==> config.mk <==
export PLATFORM = sky130hd
export DESIGN_NAME = alw_div
export DESIGN_NICKNAME = d
export VERILOG_FILES = /design/src/sv/alw_pkg.sv /design/src/sv/alw_div.sv
export SDC_FILE = /design/constraint.sdc
export NUM_CORES = 1
export LEC_CHECK = 0
export BUFFER_PORTS_ARGS = -buffer_cell sky130_fd_sc_hd__buf_2
export CAP_MARGIN = 20
export CELL_PAD_IN_SITES_DETAIL_PLACEMENT = 0
export CELL_PAD_IN_SITES_GLOBAL_PLACEMENT = 1
export CORE_MARGIN = 4
export CORE_UTILIZATION = 49
export DETAILED_ROUTE_END_ITERATION = 6
export PLACE_DENSITY_LB_ADDON = 0.1
export REMOVE_ABC_BUFFERS = 1
export SLEW_MARGIN = 0
export SYNTH_ARGS = -nofsm -noshare
export SYNTH_HDL_FRONTEND = slang
export SYNTH_SLANG_ARGS = --single-unit
==> constraint.sdc <==
create_clock -name clk_i -period 10.25 [get_ports clk_i]
set_clock_uncertainty 0.15 [all_clocks]
set_input_delay 0.5125 -clock clk_i [delete_from_list [all_inputs] [get_ports clk_i]]
set_output_delay 0.5125 -clock clk_i [all_outputs]
set_load 0.02 [all_outputs]
==> src/sv/alw_pkg.sv <==
// ----------------------------------------------------------------------------
// alw_pkg
// Shared types, sizes and codes of the antialiased line accumulator.
// ----------------------------------------------------------------------------
package alw_pkg;

  // Grid geometry and cell format
  localparam int MAX_COLS  = 256;
  localparam int MAX_ROWS  = 256;
  localparam int FRAC_BITS = 8;
  localparam int COL_W     = $clog2(MAX_COLS);
  localparam int ROW_W     = $clog2(MAX_ROWS);
  localparam int ADDR_W    = COL_W + ROW_W;
  localparam int DEPTH     = MAX_COLS * MAX_ROWS;

  // Fixed point constants (Q16)
  localparam int ONE_Q16  = 65536;
  localparam int HALF_Q16 = 32768;

  // Datapath widths
  localparam int PW    = 41;            // pixel coordinate, signed Q16
  localparam int DW    = 42;            // coordinate difference
  localparam int NW    = DW + 16;       // divider numerator
  localparam int QW    = 17;            // gradient magnitude
  localparam int GW    = QW + 1;        // signed gradient
  localparam int YW    = 42;            // endpoint intercept, signed Q16
  localparam int CW    = 34;            // signed cell coordinate
  localparam int OFF_W = 27;            // span start offset
  localparam int IYW   = 48;            // span intercept, signed Q16
  localparam int WW    = FRAC_BITS + 1; // coverage weight

  // Operation codes
  localparam logic [1:0] OP_SEGMENT = 2'd0;
  localparam logic [1:0] OP_POINT   = 2'd1;
  localparam logic [1:0] OP_READ    = 2'd2;

  // Register indexes
  localparam logic [2:0] CFG_ORIGIN_X    = 3'd0;
  localparam logic [2:0] CFG_ORIGIN_Y    = 3'd1;
  localparam logic [2:0] CFG_SCALE_X     = 3'd2;
  localparam logic [2:0] CFG_SCALE_Y     = 3'd3;
  localparam logic [2:0] CFG_GRID_WIDTH  = 3'd4;
  localparam logic [2:0] CFG_GRID_HEIGHT = 3'd5;

  typedef struct packed {
    logic [1:0]         op;
    logic signed [31:0] ax;
    logic signed [31:0] ay;
    logic signed [31:0] bx;
    logic signed [31:0] by_coord;
    logic [7:0]         read_col;
    logic [7:0]         read_row;
  } in_t;

  typedef struct packed {
    logic [31:0] cell_value;
    logic        in_grid;
  } out_t;

endpackage

==> src/sv/alw_div.sv <==
// ----------------------------------------------------------------------------
// alw_div
// Restoring divider for the line gradient, one quotient bit per cycle.
// ----------------------------------------------------------------------------
module alw_div
  import alw_pkg::*;
(
  input  logic              clk_i,
  input  logic              rst_ni,
  input  logic              start_i,
  input  logic [NW-1:0]     num_i,
  input  logic [DW-1:0]     den_i,
  output logic              busy_o,
  output logic [QW-1:0]     quo_o
);

  localparam int CNT_W = $clog2(QW + 1);

  logic [DW:0]      rem_q, rem_d, rem_sh;
  logic [DW-1:0]    den_q;
  logic [QW-1:0]    low_q, quo_q;
  logic [CNT_W-1:0] cnt_q;
  logic             busy_q;
  logic             take;

  // Quotient fits in QW bits, so the upper numerator bits start below den.
  assign rem_sh = {rem_q[DW-1:0], low_q[QW-1]};
  assign take   = rem_sh >= {1'b0, den_q};
  assign rem_d  = take ? rem_sh - {1'b0, den_q} : rem_sh;

  always_ff @(posedge clk_i or negedge rst_ni) begin
    if (!rst_ni) begin
      busy_q <= 1'b0;
      cnt_q  <= '0;
    end else if (start_i) begin
      busy_q <= 1'b1;
      cnt_q  <= CNT_W'(QW);
    end else if (busy_q) begin
      cnt_q  <= cnt_q - 1'b1;
      busy_q <= cnt_q != CNT_W'(1);
    end
  end

  always_ff @(posedge clk_i) begin
    if (start_i) begin
      rem_q <= (DW+1)'(num_i[NW-1:QW]);
      low_q <= num_i[QW-1:0];
      den_q <= den_i;
      quo_q <= '0;
    end else if (busy_q) begin
      rem_q <= rem_d;
      low_q <= {low_q[QW-2:0], 1'b0};
      quo_q <= {quo_q[QW-2:0], take};
    end
  end

  assign busy_o = busy_q;
  assign quo_o  = quo_q;

endmodule

==> impl_metrics.csv <==
group,metric,value,unit
outcome,status,"finished clean",
synthesis,synth.distinct_cells,67,
critical_path,required,10.26,ns
flow_run,maxCapViolCount,0,
sta,rsz0062_at_grt,"no",
clock_network,cts_made_buffers,17,
critical_path,start_kind,"register",
synthesis,synthTopCellsByArea,"edfxtp_1, ha_1, mux2_2",
critical_path,critPathKind,"reg -> reg",
routing,postRouteAntennaNets,0,
sta,slew_headroom,0.254,
clock_network,clk_latency,0.43,ns
floorplanning,initial_utilization,0.501,
global_route,overflow,0,
sta,maxSlewViolCount,0,
global_route,grt_max_degree,91,
synthesis,ys.flop_type,"edfxtp_1",
floorplanning,num_rows,46,
routing,drt-initial-drc-count,443,
clock_network,cts_setup_buffers,0,
clock_network,hold_buffers,1,
final_layout,fin_cells,1093,
clock_network,cts_root_buf,"clkbuf_16",
sta,period_needed,3.91,ns
clock_network,cts_buffer_depth,2,
synthesis,netlist.area_leader.share,0.377,
clock_network,cts_resized,0,
global_route,grt_usage,0.209,
final_layout,layout-drive-gt1-share,0.259,
synthesis,synthTopCellsByCount,"edfxtp_1, a21oi_1, nor2_1, inv_1, nand2_1",
power,p_per_area,318,mW/mm^2
clock_network,cts.sinks,124,
final_layout,syn_to_final_growth,16.5,%
routing,drc,0,
final_layout,nFillCells,1425,
routing,viasPerCell,5.56,
final_layout,nets,1012,
global_route,use_met2,0.324,
sta,period_share,0.381,
final_layout,final_util,0.584,
power,p_leak,0.00411,uW
global_route,grt_pass1_wl,30.6,mm
synthesis,yosys_warnings,0,
critical_path,cpMaxStageDelayCell,"nand2_1",
routing,wl_per_cell,17.3,um
clock_network,clk_pin_slew,0.06,ns
global_route,top_usage_layer,"met2",
global_route,met3_usage,0.0632,
critical_path,endpoint_kind,"register",
synthesis,ys_ff_latch,124,
critical_path,cp_common_cell,"nand4_1",
global_route,grt_pass1_vias,6094,
critical_path,cp.arrival,3.92,ns
sta,fmax,256,MHz
sta,tightest_slew,1.12,ns
global_route,antenna_found_initial,1,
synthesis,synthCells,761,
synthesis,syn_avg_cell_area,10.5,um^2
sta,setup_viol,0,
floorplanning,die_w,135,um
critical_path,crit_fanout,23,
synthesis,yosysMostFrequentCell,"edfxtp_1",
placed_design,gp_congestion,0.864,
placed_design,dp_hpwl,13.6,mm
routing,vias,6081,
power,fin_total_pwr,2950,uW
placed_design,portBuffers,120,
routing,drt_first_pass_iters,4,
synthesis,yosysTopAreaCell,"edfxtp_1",
synthesis,synth_edf_count,100,
floorplanning,num_io_pins,121,
synthesis,yosysSeqAreaShare,0.441,
final_layout,n_antenna_cell,0,
synthesis,async_flop_share,0.0484,
global_route,grt.met1_usage,0.288,
floorplanning,dieArea,0.0183,mm^2
synthesis,syn-cell-area,0.00796,mm^2
critical_path,crit_chain,"ha_1 -> nand4_1 -> nor3_2 -> nand4_1 -> o21ai_1 -> and4bb_1 -> o211ai_2 -> nand2_1 -> nor4b_1 -> nor4_1",
sta,whs,0.109,ns
sta,setup_tns,0,ns
placed_design,post-place-cells,1060,
routing,wirelength,18.9,mm
floorplanning,fp.dieH,135,um
critical_path,max_stage_delay,0.69,ns
clock_network,htreeDepth,4,
power,ir_drop,0.160,mV
hold_path,hp-class,"in -> reg",
sta,hold_viol_final,0,
clock_network,cts_tree,"done",
floorplanning,core-area,0.0159,mm^2
sequential cells by signal, summed over array words and instances, names as in the netlist:
register  count
busy_o        1
quo_o        17
cnt_q         5
rem_q        42
den_q        42
low_q        17
report_power, final:
group,switching [uW],internal [uW]
clock network,246,357
registers,73.8,718
logic,851,706
total,1170,1780
layer usage:
| layer | wire length [um] | share of wire |
|---|---|---|
| met1 | 9020 | 0.48 |
| met2 | 8460 | 0.45 |
| met3 | 1120 | 0.059 |
| met4 | 258 | 0.014 |
| met5 | 7 | 0.00037 |
final timing paths:
path                                        from               endpoint  slack (ns)  depth (start not counted)
hold / removal                         den_i[10]    den_q[10]$_DFFE_PP_        0.11                          1
min in group asynchronous                 rst_ni   cnt_q[0]$_DFFE_PN0P_        0.31                          2
max in group asynchronous                 rst_ni   cnt_q[4]$_DFFE_PN0P_        9.48                          2
setup / recovery             rem_q[15]$_DFFE_PP_    rem_q[31]$_DFFE_PP_        6.34                         10
setup reg to reg             rem_q[15]$_DFFE_PP_    rem_q[31]$_DFFE_PP_        6.34                         10
hold reg to reg            quo_o[1]$_SDFFE_PP0P_  quo_o[1]$_SDFFE_PP0P_        0.37                          2
worst max-delay path, delay by kind of cell (launching register included):
| kind | cells | cell delay [ns] |
|---|---|---|
| AO/OA/AOI/OAI | 2 | 0.31 |
| AND/OR/NAND/NOR | 7 | 2.33 |
| flip-flops | 1 | 0.39 |
| adder cells (fa/ha/maj) | 1 | 0.45 |
logic make-up after synthesis:
group,synth area share
adders and majority gates,0.0717
buffers and inverters,0.0494
and+or+nand+nor,0.139
AOI/OAI and AO/OA,0.142
muxes,0.117
DFF,0.441
xor gates and xnor gates,0.0396
metrics by stage:
stage / cell area [um^2] / setup WS (ns)
3_5_place_dp: 8660 / 6.32
6_report: 9270 / 6.34
3_3_place_gp: 8660 / 6.43
2_1_floorplan: 7770 / 6.96
4_1_cts: 9270 / 6.32
5_1_grt: 9270 / 6.04
layout make-up:
class / instances / area [um^2] / area share
sequential: 124 / 3510 / 0.379
clock inverter: 11 / 96.3 / 0.0104
timing repair buffer: 124 / 636 / 0.0686
inverter: 53 / 199 / 0.0215
tap: 216 / 270 / 0.0291
multi-input combinational: 544 / 4050 / 0.437
clock buffer: 21 / 503 / 0.0543
placed cells by master (no fill, tap or decap), drive strengths merged, types with 4 or more instances in the layout:
cell type	instances
nor2	54
clkinv	6
nor3	14
ha	44
inv	58
nand2b	6
nand3	14
and2	7
dfxtp	18
a31oi	7
mux2i	19
o21a	4
nor4	8
edfxtp	100
nand2	46
a21o	29
buf	123
mux2	60
a211oi	6
nor4b	5
dfrtp	6
nor2b	21
and3	5
o21bai	8
a21oi	62
nand4b	4
nand4	13
xor2	10
o21ai	22
a21boi	4
xnor2	26
clkbuf	21
o211ai	8
Note: power is estimated with default switching activity, not from simulation.
